<file path="src/rtl/ocpe_pkg.sv">
// Package for the OFDM pilot channel estimator: sizes, register indexes,
// result type and the Q16.16 saturation helper. No dependencies.
package ocpe_pkg;

	localparam int MAX_SUBCARRIERS = 1024;
	localparam int MAX_SLOTS       = 16;

	localparam int SC_W    = $clog2(MAX_SUBCARRIERS);
	localparam int N_W     = $clog2(MAX_SUBCARRIERS + 1);
	localparam int SLOT_W  = $clog2(MAX_SLOTS + 1);
	localparam int FLAG_AW = (MAX_SLOTS > 1) ? $clog2(MAX_SLOTS) : 1;
	localparam int KT_DEPTH = MAX_SLOTS * MAX_SUBCARRIERS;
	localparam int KT_AW    = $clog2(KT_DEPTH);
	localparam int EST_W    = 128;

	localparam int CFG_IDX_W = 2;
	localparam logic [CFG_IDX_W-1:0] CFG_ACTIVE = 2'd0;
	localparam logic [CFG_IDX_W-1:0] CFG_RX_THR = 2'd1;
	localparam logic [CFG_IDX_W-1:0] CFG_KN_THR = 2'd2;

	localparam logic MODE_SAMPLE = 1'b0;
	localparam logic MODE_LOAD   = 1'b1;

	localparam logic [10:0] ACTIVE_RESET = 11'd64;
	localparam logic [31:0] RX_THR_RESET = 32'd107374;
	localparam logic [31:0] KN_THR_RESET = 32'd0;
	localparam logic [31:0] ONE_Q16      = 32'h0001_0000;

	localparam int DIVIDEND_W = 49;
	localparam int DIVISOR_W  = 33;

	typedef struct packed {
		logic [31:0] ci;
		logic [31:0] cr;
		logic [31:0] ii;
		logic [31:0] ir;
	} est_t;

	// Saturate an unsigned quotient magnitude to signed Q16.16 with sign
	function automatic logic [31:0] sat_q16(input logic [DIVIDEND_W-1:0] q, input logic neg);
		logic [31:0] r;
		if (!neg) begin
			r = (q > DIVIDEND_W'(32'h7FFF_FFFF)) ? 32'h7FFF_FFFF : q[31:0];
		end else begin
			r = (q > DIVIDEND_W'(32'h8000_0000)) ? 32'h8000_0000 : (32'd0 - q[31:0]);
		end
		return r;
	endfunction

endpackage

</file>
<file path="src/rtl/ocpe_div.sv">
// Restoring divider, one quotient bit per cycle.
// Depends on ocpe_pkg for operand widths.
module ocpe_div (
	input  logic                               clk,
	input  logic                               arst_n,
	input  logic                               start,
	input  logic [ocpe_pkg::DIVIDEND_W-1:0]    dividend,
	input  logic [ocpe_pkg::DIVISOR_W-1:0]     divisor,
	output logic                               busy,
	output logic                               done,
	output logic [ocpe_pkg::DIVIDEND_W-1:0]    quotient
);
	localparam int CNT_W = $clog2(ocpe_pkg::DIVIDEND_W + 1);

	logic [CNT_W-1:0]                    cnt_q;
	logic                                busy_q;
	logic                                done_q;
	logic [ocpe_pkg::DIVISOR_W-1:0]      rem_q;
	logic [ocpe_pkg::DIVISOR_W-1:0]      div_q;
	logic [ocpe_pkg::DIVIDEND_W-1:0]     quo_q;
	logic [ocpe_pkg::DIVISOR_W:0]        rem_sh;
	logic                                fits;

	assign rem_sh = {rem_q, quo_q[ocpe_pkg::DIVIDEND_W-1]};
	assign fits   = rem_sh >= {1'b0, div_q};

	always_ff @(posedge clk or negedge arst_n) begin
		if (!arst_n) begin
			busy_q <= 1'b0;
			done_q <= 1'b0;
			cnt_q  <= '0;
		end else begin
			done_q <= 1'b0;
			if (start && !busy_q) begin
				busy_q <= 1'b1;
				cnt_q  <= CNT_W'(ocpe_pkg::DIVIDEND_W);
			end else if (busy_q) begin
				cnt_q <= cnt_q - 1'b1;
				if (cnt_q == CNT_W'(1)) begin
					busy_q <= 1'b0;
					done_q <= 1'b1;
				end
			end
		end
	end

	always_ff @(posedge clk) begin
		if (start && !busy_q) begin
			rem_q <= '0;
			div_q <= divisor;
			quo_q <= dividend;
		end else if (busy_q) begin
			rem_q <= fits ? ocpe_pkg::DIVISOR_W'(rem_sh - {1'b0, div_q})
			              : rem_sh[ocpe_pkg::DIVISOR_W-1:0];
			quo_q <= {quo_q[ocpe_pkg::DIVIDEND_W-2:0], fits};
		end
	end

	assign busy     = busy_q;
	assign done     = done_q;
	assign quotient = quo_q;
endmodule
</file>
<file path="config.mk">
export PLATFORM = sky130hd
export DESIGN_NAME = ocpe_div
export DESIGN_NICKNAME = d
export VERILOG_FILES = /design/src/rtl/ocpe_pkg.sv /design/src/rtl/ocpe_div.sv
export SDC_FILE = /design/constraint.sdc
export NUM_CORES = 1
export LEC_CHECK = 0
export BUFFER_PORTS_ARGS = -buffer_cell sky130_fd_sc_hd__buf_2
export CORE_MARGIN = 1.5
export CORE_UTILIZATION = 30
export DETAILED_ROUTE_END_ITERATION = 10
export PLACE_DENSITY = 0.56
export RECOVER_POWER = 25
export SYNTH_ARGS = -nofsm -noshare
export SYNTH_HDL_FRONTEND = slang
export SYNTH_SLANG_ARGS = --single-unit
</file>
<file path="constraint.sdc">
create_clock -name clk -period 3.4 [get_ports clk]
set_input_delay 0.34 -clock clk [delete_from_list [all_inputs] [get_ports clk]]
set_output_delay 0.34 -clock clk [all_outputs]
set_load 0.02 [all_outputs]
</file>
# Word-level counts from Yosys, hierarchy flattened
# Index checks and enable logic that the tools add are counted.
# word_totals
ff_bits,123
in_bits,85
elab_cells,24
# classes
add_sub_neg,2
muxes,11
n_lt_le_gt_ge,1
reduce_logical,3
eq_ne,1
# op_table
operator,count
$mux W49,2
$ge A34 B33 Y1,1
$mux W33,1
$sub A33 B33 Y33,1
$mux W6,2
$eq A6 B1 Y1 const B,1
$mux W1,6
$sub A6 B1 Y6 const B,1
$reduce_bool A2 Y1,1
$logic_and A1 B1 Y1,1
$logic_not A1 Y1,1

# Depth between registers and ports, before layout
# logic_depth
ltp_word,4
mapped_depth,14
ltp_nobuf,12

# Least setup slack after synthesis
# No wires, ideal clock.
# synth_path
kind,register to register
start,"register quo_q, in the netlist quotient[48]"
end,"register quo_q, in the netlist quotient[0], data pin"
n_path_buf,2
stages_incl_launch_ff,14
period_less_slack_ns,3.049
t_required_ns,3.140
arrival_time_ns,2.789
setup_slack_ns,0.351
setup_time_ns,0.260
path_cell_list,edfxtp_1 inv_1 ha_1 inv_1 fa_1 a21o_1 a31o_1 a211oi_4 o21ai_2 nor2_4 o211ai_2 buf_8 buf_12 mux2_2
# synth_between
elab_chain_cells,3
# synth_rtl
item,line,rtl
start: declaration,ocpe_div.sv:20,logic [ocpe_pkg::DIVIDEND_W-1:0] quo_q;
start signal: assignment,ocpe_div.sv:51,quo_q <= dividend;
start signal: assignment,ocpe_div.sv:55,"quo_q <= {quo_q[ocpe_pkg::DIVIDEND_W-2:0], fits};"
$ge A34 B33 Y1,ocpe_div.sv:25,"assign fits = rem_sh >= {1'b0, div_q};"
$mux W49,ocpe_div.sv:52,end else if (busy_q) begin
$mux W49,ocpe_div.sv:48,if (start && !busy_q) begin
# No other way between the ends. The select of a mux whose other input is x is not followed.
# A chain may end at the register's enable or synchronous reset.

# Final worst setup path
# layout_path
start,"register quo_q, in the netlist quotient[48]"
end,register rem_q[31] (netlist name)
# layout_between
elab_chain_cells,2
# layout_rtl
item,line,rtl
$sub A33 B33 Y33 or $ge A34 B33 Y1 (tied branches),"ocpe_div.sv:53, ocpe_div.sv:25",
$mux W33 *,ocpe_div.sv:53,"rem_q <= fits ? ocpe_pkg::DIVISOR_W'(rem_sh - {1'b0, div_q})"
end signal: assignment,ocpe_div.sv:53,
end: declaration,ocpe_div.sv:18,logic [ocpe_pkg::DIVISOR_W-1:0] rem_q;
# Every way passes the cells marked *; elsewhere a longest branch is shown, timed or not.

==> results.py <==
metrics = {
    "run_status": {
        "status": "completed",
    },
    "drt": {
        "drc": 0,
        "ant_nets": 0,
        "drt-pass1-iter-count": 4,
        "drt_iter0_markers": 241,
        "dr_total_vias": 5252,
        "wire_per_inst_um": 16.0,
        "drt_wl_total_mm": 17.1,
        "vias_per_cell": 4.93,
    },
    "sta": {
        "fin_crit_sh_pct": 90.6,
        "fin_skew_ps": 12.5,
        "maxSlewHeadroom_pct": 58.9,
        "rsz0062_at_grt": "no",
        "hold_violations": 0,
        "tns_ps": 0,
        "fmax_mhz": 325,
        "fin_crit_ps": 3080,
        "final-max-slew-violation-count": 0,
        "setup_viol": 0,
        "worstMarginPinSlew_ps": 617,
    },
    "clock_network": {
        "cts-htree-levels": 4,
        "root_buffer": "clkbuf_16",
        "cts_buffers": 17,
        "cts_tree": "built",
        "clk_path_buf_depth": 2,
        "clock_latency_ps": 420,
        "clock-sinks": 123,
        "clk_pin_slew_ps": 60,
    },
    "yosys": {
        "synth_warnings": 0,
        "ys_ff_latch": 123,
        "synth_nets": 747,
        "avgSynthCellArea_um2": 11.0,
        "synth_area_mm2": 0.00689,
        "synth-edff-count": 82,
        "ys.flop_type": "edfxtp_1",
        "yosysUniqueCellTypes": 77,
        "syn_inst": 626,
        "ys_seq_area_share_pct": 48.2,
        "ys_async_sr_fraction_pct": 6.50,
    },
    "layout": {
        "fillers": 2284,
        "seqCellArea_mm2": 0.00332,
        "layout_common_cells": "buf_2 (109), edfxtp_1 (82), inv_1 (54)",
        "layout-drive-gt1-share_pct": 28.8,
        "layout.cells.non_filler": 1066,
        "final_common_cell": "buf_2",
        "antennaDiodeCount": 0,
        "multi_input_area_mm2": 0.00320,
        "final_nets": 889,
        "syn2layout_area_growth_pct": 21.9,
    },
    "hold_path": {
        "min_from": "divisor[4]",
        "min_path_type": "in -> reg",
    },
    "power": {
        "p_leak_nw": 3.50,
        "intPower_mw": 4.95,
        "power_density_mw_per_mm2": 996,
        "combPwrFrac_pct": 47.3,
        "power_switching_mw": 3.42,
        "fin_total_pwr_mw": 8.36,
        "power_frac_seq_pct": 32.6,
        "sw_frac_of_total_pct": 40.8,
        "vdd_drop_max_mv": 0.437,
        "p_clk_share_pct": 20.1,
    },
    "grt": {
        "globalRouteOverflowTotal": 0,
        "grtUsageTotal_pct": 14.7,
        "grt_pass1_vias": 5345,
        "antenna_found_initial": 0,
        "grt_max_degree": 48,
        "grt_pass1_wl_mm": 27.4,
    },
    "critical_path": {
        "crit-reg2reg-launch": "quotient[48]$_DFFE_PP_",
        "critPathTopFamily": "compound AO/OA/AOI/OAI gates",
        "critical_path_class": "reg -> reg",
        "crit_required_ps": 3740,
        "critPathArrivalTime_ps": 3420,
        "crit_fanout": 12,
        "critPathLaunch": "quotient[48]$_DFFE_PP_",
        "cpMostUsedCell": "inv_1",
        "end_kind": "register",
        "slowest_stage": "fa_1",
        "startpoint_type": "register",
        "worst_path_largest_cell_delay_ps": 390,
        "worst-path-buf-inv": 3,
        "path_cells": "inv_1 > ha_1 > inv_1 > fa_1 > a21o_1 > a31o_1 > a211oi_4 > o21ai_2 > nor2_4 > o211a_1 > buf_4 > a211oi_1 > a31oi_1",
    },
    "placement": {
        "portBuffers": 135,
        "dp.cells": 1033,
        "place_hpwl_mm": 12.7,
        "gp_congestion": 0.798,
    },
    "floorplanning": {
        "die_h_um": 155,
        "core_mm2": 0.0226,
        "dieArea_mm2": 0.0239,
        "die_x_um": 155,
        "start_util_pct": 30.5,
        "ios": 136,
        "rows": 55,
    },
    "job": {
        "cap_violations": 0,
    },
}
## power groups by stage
stage / combinational (mW) / sequential [mW] / clock, mW
6_report: 3.96 / 2.73 / 1.68
5_1_grt: 4.38 / 2.81 / 1.77
4_1_cts: 4.01 / 2.73 / 1.71
3_5_place_dp: 3.99 / 2.74 / 0
3_3_place_gp: 3.98 / 2.75 / 0
2_1_floorplan: 2.79 / 3.02 / 0
## path summary, 6_finish.rpt
check	to	slack (ps)	depth (start not counted)
setup / recovery	rem_q[31]$_SDFFE_PP0P_	320	13
hold / removal	div_q[4]$_DFFE_PP_	90	1
setup reg to reg	rem_q[31]$_SDFFE_PP0P_	320	13
hold reg to reg	rem_q[5]$_SDFFE_PP0P_	470	2
max in group asynchronous	cnt_q[3]$_DFFE_PN0P_	2640	2
min in group asynchronous	cnt_q[2]$_DFFE_PN0P_	430	2
## metrics by stage
stage	utilization (%)	setup WS [ps]	hold slack, ps	instance area, um^2
3_5_place_dp	34.9	319	203	7890
2_1_floorplan	-	351	44.4	6890
6_report	37.2	320	89.9	8400
4_1_cts	37.4	303	77.7	8440
3_3_place_gp	34.9	434	204	7890
5_1_grt	37.2	71.7	76.4	8400
## metal layers
metal	GRT usage, %	part of all wire, %	up-vias
met5	0	0	-
met3	5.02	7.1	19
met4	4.72	1.3	0
met1	18.8	47	2453
li1	-	-	2598
met2	23.5	45	182
## sequential cells by signal, indices dropped and copies added (netlist names)
register  flops
quotient     49
done          1
rem_q        33
cnt_q         6
div_q        33
busy          1
## final cells by class
cell class / count / share of cell area, %
Clock buffer: 17 / 5.06
Multi-Input combinational cell: 423 / 38.1
Clock inverter: 15 / 1.38
Inverter: 54 / 2.41
Timing Repair Buffer: 149 / 9.23
Sequential cell: 123 / 39.6
Tap cell: 285 / 4.24
## cells by family after synthesis
kind of cell               Yosys count  synth area share, %
muxes                               66                 10.5
adders and majority gates           36                 6.64
xor gates and xnor gates            31                 3.94
AOI/OAI and AO/OA                  165                 15.8
DFF                                123                 48.2
buffers and inverters               80                 5.46
and+or+nand+nor                    125                 9.53
## cells in the mapped netlist (all sizes together) (4+ instances only)
cell type	number	area share [%]
clkbuf	14	0.76
a211oi	6	0.91
and3	8	0.74
nor4	4	0.67
o21bai	5	0.54
xor2	10	1.3
nand2b	4	0.36
nand2	47	2.7
dfrtp	8	2.9
nand3b	4	0.62
mux2	49	8.0
a21o	13	1.4
nand4	5	0.45
nor2	27	1.6
ha	35	6.4
xnor2	21	2.7
buf	12	1.8
dfxtp	33	9.6
a31oi	9	0.82
edfxtp	82	36
a21oi	43	3.2
a32oi	10	1.3
o21ai	50	3.7
nand3	8	0.65
mux2i	17	2.5
nor3	7	0.51
inv	54	2.9
## timing repair
item,CTS,global route
resized for setup,0,0
hold buffers,1,0
endpoints found under the hold margin,8,0
buffers inserted,0,0
Power figures use the tool's default switching activity.
